$ cat src/design/vbd_pkg.sv
// Package for the rate 1/3, K=3 hard-decision Viterbi block decoder.
// Holds trellis tables, field widths and the branch metric function; no dependencies.
`default_nettype none

package vbd_pkg;

  localparam int unsigned WORD_W     = 24;  // coded word width
  localparam int unsigned BYTE_W     = 8;   // decoded byte width
  localparam int unsigned SYM_W      = 3;   // one code symbol
  localparam int unsigned NSTATES    = 4;
  localparam int unsigned STAGES_DEF = 8;

  // Branch k ends in state k/2; the even branch is the preferred candidate.
  // Packed with entry 0 in the low bits.
  localparam logic [7:0][1:0] BRANCH_PRED = {
    2'd3, 2'd1, 2'd3, 2'd1, 2'd2, 2'd0, 2'd2, 2'd0
  };
  localparam logic [7:0][2:0] BRANCH_SYM = {
    3'd4, 3'd2, 3'd1, 3'd7, 3'd3, 3'd5, 3'd6, 3'd0
  };

  // Hamming distance between two 3-bit symbols.
  function automatic logic [1:0] hamming3(input logic [2:0] a, input logic [2:0] b);
    logic [2:0] x;
    x = a ^ b;
    return {1'b0, x[0]} + {1'b0, x[1]} + {1'b0, x[2]};
  endfunction

endpackage

`default_nettype wire

$ cat src/design/vbd_cell.sv
// One trellis stage: add-compare-select over four states plus register exchange.
// Registered output, valid/ready toward both neighbors. Depends on vbd_pkg.
`default_nettype none

module vbd_cell #(
  parameter int unsigned STAGES = vbd_pkg::STAGES_DEF,
  parameter int unsigned IDX    = 0,
  parameter int unsigned MW     = 5
) (
  input  wire logic                                    clk_i,
  input  wire logic                                    rst_ni,
  input  wire logic                                    valid_i,
  output logic                                         ready_o,
  input  wire logic [vbd_pkg::WORD_W-1:0]              word_i,
  input  wire logic [vbd_pkg::NSTATES-1:0][MW-1:0]     metric_i,
  input  wire logic [vbd_pkg::NSTATES-1:0][STAGES-1:0] hist_i,
  output logic                                         valid_o,
  input  wire logic                                    ready_i,
  output logic [vbd_pkg::WORD_W-1:0]                   word_o,
  output logic [vbd_pkg::NSTATES-1:0][MW-1:0]          metric_o,
  output logic [vbd_pkg::NSTATES-1:0][STAGES-1:0]      hist_o
);
  import vbd_pkg::*;

  localparam int unsigned LIMIT = 3 * (IDX + 1);

  logic                                valid_q;
  logic [WORD_W-1:0]                   word_q;
  logic [NSTATES-1:0][MW-1:0]          metric_q, metric_d;
  logic [NSTATES-1:0][STAGES-1:0]      hist_q, hist_d;
  logic [SYM_W-1:0]                    sym;
  logic                                load;

  // Symbols past the coded word read as zero.
  generate
    if (SYM_W * IDX + SYM_W <= WORD_W) begin : g_sym
      assign sym = word_i[SYM_W*IDX +: SYM_W];
    end else begin : g_sym_zero
      assign sym = '0;
    end
  endgenerate

  always_comb begin
    logic [MW-1:0] m0, m1;
    logic [1:0]    p0, p1, from;
    metric_d = '0;
    hist_d   = '0;
    for (int s = 0; s < NSTATES; s++) begin
      p0 = BRANCH_PRED[2*s];
      p1 = BRANCH_PRED[2*s+1];
      m0 = metric_i[p0] + MW'(hamming3(sym, BRANCH_SYM[2*s]));
      m1 = metric_i[p1] + MW'(hamming3(sym, BRANCH_SYM[2*s+1]));
      if (m0 <= m1) begin
        metric_d[s] = m0;
        from        = p0;
      end else begin
        metric_d[s] = m1;
        from        = p1;
      end
      hist_d[s]      = hist_i[from];
      hist_d[s][IDX] = (s % 2) == 1;
    end
  end

  assign ready_o = !valid_q || ready_i;
  assign load    = valid_i && ready_o;

  always_ff @(posedge clk_i or negedge rst_ni) begin
    if (!rst_ni) begin
      valid_q <= 1'b0;
    end else if (ready_o) begin
      valid_q <= valid_i;
    end
  end

  always_ff @(posedge clk_i) begin
    if (load) begin
      word_q   <= word_i;
      metric_q <= metric_d;
      hist_q   <= hist_d;
    end
  end

  assign valid_o  = valid_q;
  assign word_o   = word_q;
  assign metric_o = metric_q;
  assign hist_o   = hist_q;

  // Best survivor never exceeds three errors per stage seen so far.
  a_metric_bound: assert property (@(posedge clk_i) disable iff (!rst_ni)
    valid_q |-> (metric_q[0] <= MW'(LIMIT) || metric_q[1] <= MW'(LIMIT) ||
                 metric_q[2] <= MW'(LIMIT) || metric_q[3] <= MW'(LIMIT)))
    else $error("vbd_cell: no survivor within metric bound");

  // Newest decided bit of each survivor equals the low bit of its state.
  a_newest_bit: assert property (@(posedge clk_i) disable iff (!rst_ni)
    valid_q |-> (!hist_q[0][IDX] && hist_q[1][IDX] && !hist_q[2][IDX] && hist_q[3][IDX]))
    else $error("vbd_cell: survivor bit does not match state");

  // No bit for a later stage is set yet.
  a_future_clear: assert property (@(posedge clk_i) disable iff (!rst_ni)
    valid_q |-> ((hist_q[0] >> (IDX + 1)) == '0 && (hist_q[1] >> (IDX + 1)) == '0 &&
                 (hist_q[2] >> (IDX + 1)) == '0 && (hist_q[3] >> (IDX + 1)) == '0))
    else $error("vbd_cell: survivor holds bits of later stages");

endmodule

`default_nettype wire

$ cat src/design/vbd_pick.sv
// Final decision: lowest-numbered state with the minimum metric, into the output register.
// Depends on vbd_pkg.
`default_nettype none

module vbd_pick #(
  parameter int unsigned STAGES = vbd_pkg::STAGES_DEF,
  parameter int unsigned MW     = 5
) (
  input  wire logic                                    clk_i,
  input  wire logic                                    rst_ni,
  input  wire logic                                    valid_i,
  output logic                                         ready_o,
  input  wire logic [vbd_pkg::NSTATES-1:0][MW-1:0]     metric_i,
  input  wire logic [vbd_pkg::NSTATES-1:0][STAGES-1:0] hist_i,
  output logic                                         valid_o,
  input  wire logic                                    ready_i,
  output logic [vbd_pkg::BYTE_W-1:0]                   byte_o
);
  import vbd_pkg::*;

  logic              valid_q;
  logic [BYTE_W-1:0] byte_q, byte_d;
  logic [1:0]        best;
  logic [STAGES-1:0] path;

  always_comb begin
    best = 2'd0;
    for (int s = 1; s < NSTATES; s++) begin
      if (metric_i[s] < metric_i[best]) begin
        best = 2'(s);
      end
    end
  end

  assign path = hist_i[best];

  // Stages beyond the byte are dropped; missing stages read as zero.
  generate
    for (genvar j = 0; j < BYTE_W; j++) begin : g_bit
      if (j < STAGES) begin : g_have
        assign byte_d[j] = path[j];
      end else begin : g_none
        assign byte_d[j] = 1'b0;
      end
    end
  endgenerate

  assign ready_o = !valid_q || ready_i;

  always_ff @(posedge clk_i or negedge rst_ni) begin
    if (!rst_ni) begin
      valid_q <= 1'b0;
    end else if (ready_o) begin
      valid_q <= valid_i;
    end
  end

  always_ff @(posedge clk_i) begin
    if (valid_i && ready_o) begin
      byte_q <= byte_d;
    end
  end

  assign valid_o = valid_q;
  assign byte_o  = byte_q;

endmodule

`default_nettype wire

$ cat src/design/viterbi_block_decoder_r13_k3_core.sv
// Viterbi block decoder, rate 1/3, K=3, hard decision, register exchange.
// Each input transaction passes through one registered cell per trellis stage,
// then the final state pick and output register.
// Throughput: one coded word per cycle unless a result stalls; every cell and the
// output register advance on their own, so a stall only holds back cells behind it.
// Reset (async, active low) clears only the valid flags; no state spans words.
`default_nettype none

module viterbi_block_decoder_r13_k3_core #(
  parameter int unsigned STAGES = vbd_pkg::STAGES_DEF
) (
  input  wire logic                        clk_i,
  input  wire logic                        rst_ni,
  input  wire logic                        in_valid_i,
  output logic                             in_ready_o,
  input  wire logic [vbd_pkg::WORD_W-1:0]  coded_word_i,
  output logic                             out_valid_o,
  input  wire logic                        out_ready_i,
  output logic [vbd_pkg::BYTE_W-1:0]       decoded_byte_o
);
  import vbd_pkg::*;

  // Unreached states start at 3*STAGES+1; a candidate through an unreached state
  // gains at most 3 per stage over the first two stages, after which every
  // survivor is a real path.
  localparam int unsigned UNREACH = 3 * STAGES + 1;
  localparam int unsigned MW      = $clog2(UNREACH + 7);

  // Link g feeds cell g; link STAGES feeds the final pick.
  logic                             valid [STAGES+1];
  logic                             ready [STAGES+1];
  logic [WORD_W-1:0]                word  [STAGES+1];
  logic [NSTATES-1:0][MW-1:0]       metric[STAGES+1];
  logic [NSTATES-1:0][STAGES-1:0]   hist  [STAGES+1];

  // Trellis start: state 0 at zero metric, every other state unreachable.
  assign valid[0]  = in_valid_i;
  assign in_ready_o = ready[0];
  assign word[0]   = coded_word_i;
  assign hist[0]   = '0;
  always_comb begin
    for (int s = 0; s < NSTATES; s++) begin
      metric[0][s] = (s == 0) ? '0 : MW'(UNREACH);
    end
  end

  // Chain of ACS cells, one per trellis stage; each passes its survivors on.
  generate
    for (genvar g = 0; g < STAGES; g++) begin : g_cell
      vbd_cell #(
        .STAGES (STAGES),
        .IDX    (g),
        .MW     (MW)
      ) u_cell (
        .clk_i    (clk_i),
        .rst_ni   (rst_ni),
        .valid_i  (valid[g]),
        .ready_o  (ready[g]),
        .word_i   (word[g]),
        .metric_i (metric[g]),
        .hist_i   (hist[g]),
        .valid_o  (valid[g+1]),
        .ready_i  (ready[g+1]),
        .word_o   (word[g+1]),
        .metric_o (metric[g+1]),
        .hist_o   (hist[g+1])
      );
    end
  endgenerate

  // Best end state (ties to the lowest state) into the output register.
  vbd_pick #(
    .STAGES (STAGES),
    .MW     (MW)
  ) u_pick (
    .clk_i    (clk_i),
    .rst_ni   (rst_ni),
    .valid_i  (valid[STAGES]),
    .ready_o  (ready[STAGES]),
    .metric_i (metric[STAGES]),
    .hist_i   (hist[STAGES]),
    .valid_o  (out_valid_o),
    .ready_i  (out_ready_i),
    .byte_o   (decoded_byte_o)
  );

endmodule

`default_nettype wire

$ cat config.mk
export PLATFORM = sky130hd
export DESIGN_NAME = viterbi_block_decoder_r13_k3_core
export DESIGN_NICKNAME = d
export VERILOG_FILES = /design/src/design/vbd_pkg.sv /design/src/design/vbd_cell.sv /design/src/design/vbd_pick.sv /design/src/design/viterbi_block_decoder_r13_k3_core.sv
export SDC_FILE = /design/constraint.sdc
export NUM_CORES = 1
export LEC_CHECK = 0
export BUFFER_PORTS_ARGS = -buffer_cell sky130_fd_sc_hd__buf_2
export CORE_MARGIN = 2
export CORE_UTILIZATION = 55
export DETAILED_ROUTE_END_ITERATION = 8
export HOLD_SLACK_MARGIN = 0.02
export PLACE_DENSITY = 0.82
export SLEW_MARGIN = 30
export SYNTH_ARGS = -nofsm -noshare
export SYNTH_HDL_FRONTEND = slang
export SYNTH_SLANG_ARGS = --single-unit
$ cat constraint.sdc
create_clock -name clk_i -period 12.4 [get_ports clk_i]
set_input_delay 1.24 -clock clk_i [delete_from_list [all_inputs] [get_ports clk_i]]
set_output_delay 1.24 -clock clk_i [all_outputs]
set_load 0.05 [all_outputs]
==> metrics.cfg <==
[routing]
wl_per_cell_microns = 16.8
wl_met2_microns = 22500
drt_iter0_drc = 684
drt-met1-wl_microns = 17000
first_pass_iters = 5
drcViolationCount = 0
dr.max_layer_used = met4
vias_per_cell = 5.41
wl_met3_microns = 1560
vias = 13800
antenna_left = 0
totalWireLength_microns = 42800

[clocking]
htreeDepth = 2
ctsResizeCount = 0
clk_latency_ns = 0.54
hold_buffers = 0
cts_tree = built
numCtsBuffers = 37
clkSinkCount = 333
cts_buffer_depth = 3
clockRootBuffer = clkbuf_16
post_cts_buffers = 0
cts.reportedPaths.clkPinSlew_ns = 0.06

[yosys]
yosysSeqAreaShare_pct = 42.6
synth-edff-count = 324
yosys_warnings = 0
ys_ff_latch = 333
async_flop_share_pct = 2.70
syn_inst = 1931
syn_avg_cell_area_sq_um = 12.1
synthDistinctLibCells = 51
netlist_area_sq_mm = 0.0234
ys.flop_type = edfxtp_1

[global_route]
grt_max_degree = 45
grtUsageTotal_pct = 20.2
grt_pass1_vias = 14800
grt_pass1_wl_microns = 71800
antenna_found_initial = 0
gr-total-overflow = 0

[sta]
slew_violations = 0
setup_violations = 0
worst_pin_slew_ns = 0.913
hold_viol_final = 0
fin_tns_setup_ns = 0
rsz0062_at_grt = no
post-route-period-util_pct = 43.7
fmaxAchievable_mhz = 185
min_period_ns = 5.42
fin_worst_skew_ns = 0.0149
slew_headroom_pct = 39.0

[setup_path]
cp_cell_sequence = ha_1 -> a211oi_2 -> nor2_2 -> nor3_4 -> mux2i_1 -> ha_1 -> a211oi_1 -> o21a_1 -> o221ai_2 -> nand2_2 -> nor2_1 -> a21oi_1 -> ha_1 -> a21o_1 -> a21oi_1 -> o21bai_1 -> o21ai_0 -> a2111oi_2 -> a311o_1
path_common_cell = ha_1
crit_path_end_kind = register
cp_slowest_cell = o21ai_0
path_class = reg -> reg
crit_arrival_ns = 5.70
cp_max_fo = 14
cpPeakStageDelay_ns = 0.56
startpoint_type = register
crit_required_ns = 12.68

[finish]
layout-area-overhead-vs-synth_pct = 9.32
num_antenna_cells = 0
fillCellCount = 3139
final_common_cell = inv_1
mostFrequentLayoutCells = inv_1 (393), edfxtp_1 (324), ha_1 (266), fa_1 (123), mux2i_1 (104)
drive_gt1_share_pct = 10.7
nNetsFinal = 2400

[placed_design]
numPortBuffers = 37
dp_hpwl_microns = 34300
gp_congestion = 0.905

[die]
initial_utilization_pct = 55.7
die-height_microns = 210
dieArea_sq_mm = 0.0441
io_pins = 38
fp.dieW_microns = 210
core_area_sq_mm = 0.0419
rows = 75

[outcome]
status = finished, final reports clean

[min_path]
hold_path_class = reg -> reg

[flow_run]
cap_violations = 0

[per-stage QoR]
stage / area [sq um] / setup WS, ns / hold slack (ns) / util, % / std cells
floorplan: 23400 / 7.35 / 0.400 / - / 1938
global placement: 24100 / 7.23 / 0.401 / 57.6 / 2481
detailed placement: 24200 / 7.08 / 0.405 / 57.7 / 2483
CTS: 25500 / 7.05 / 0.410 / 60.9 / 2550
global route: 25500 / 6.51 / 0.423 / 60.9 / 2550
finish: 25500 / 6.98 / 0.407 / 60.9 / 2550
[metal layers]
layer | vias up | global-route usage [%]
met5 | - | 0
met4 | 0 | 8.31
met3 | 99 | 2.89
met2 | 256 | 37.5
met1 | 6786 | 23.4
li1 | 6666 | -
[sequential cells by signal, summed over array words and instances, names as in the netlist]
| signal | count |
|---|---|
| g_cell.u_cell.metric_o | 148 |
| g_cell.u_cell.word_o | 84 |
| g_cell.u_cell.hist_o | 84 |
| u_pick.valid_o | 1 |
| g_cell.u_cell.valid_o | 8 |
| u_pick.byte_o | 8 |
[cell type report]
cell class / instances / area (sq um) / share of cell area [%]
multi-input cells: 1175 / 11800 / 46.4
repair buffers: 42 / 263 / 1.03
inverters: 394 / 1480 / 5.79
clock inverters: 26 / 390 / 1.53
clock buffers: 41 / 941 / 3.68
well taps: 539 / 674 / 2.64
flip-flops and latches: 333 / 9950 / 39.0
[cells by family after synthesis]
family	Yosys count	share of synthesized area, %
flip-flops	333	42.6
adder cells (fa/ha/maj)	389	24.8
other	1	0.0161
multiplexers	196	8.89
buffers and inverters	430	6.98
AND/OR/NAND/NOR	231	5.39
XOR/XNOR	144	5.40
AO/OA/AOI/OAI	207	5.92
[worst max-delay path, delay by kind of cell (launching register included)]
kind            cells  cell delay, ns
compound gates     11            2.64
fa+ha+maj           3            0.88
flops               1            0.40
mux                 1            0.34
simple gates        4            0.91
[path summary, 6_finish.rpt]
check                      slack [ns]                    startpoint                           to  cells after the start
min in group asynchronous        0.54                        rst_ni               u_pick.valid_o                      1
min                              0.41   g_cell[2].u_cell.word_o[13]  g_cell[3].u_cell.word_o[13]                      0
max                              6.98  g_cell[7].u_cell.metric_o[7]             u_pick.byte_o[5]                     19
min reg2reg                      0.41   g_cell[2].u_cell.word_o[13]  g_cell[3].u_cell.word_o[13]                      0
max reg2reg                      6.98  g_cell[7].u_cell.metric_o[7]             u_pick.byte_o[5]                     19
max in group asynchronous       11.69                        rst_ni     g_cell[7].u_cell.valid_o                      1
[synthesized netlist by cell type (4+ instances only)]
cell type    n  area [sq um]
buf_2       14          70.1
inv_1      393          1480
or2_2        4          25.0
xor2_1      96           841
nand3b_1    24           180
o21ai_0     29           145
nand2b_1     5          31.3
nor2b_1     56           350
a31oi_1     12          75.1
edfxtp_1   324          9730
dfrtp_1      9           225
nand2_1     49           184
xnor2_1     48           420
mux2i_1    104          1040
and2_1       6          37.5
a311oi_1     4          35.0
clkbuf_1    22          82.6
nor2_1      47           176
ha_1       266          3330
o21a_1      34           255
mux2_2      89          1000
and4_1       5          43.8
fa_1       123          2460
o22a_1      20           175
or4_1        5          37.5
a21oi_1     60           300
nand4_1     23           144
a21o_1      28           210
Power is left out: the tool's default activity adds up to more than one toggle a clock period on the data nets, which glitch-free logic cannot reach.
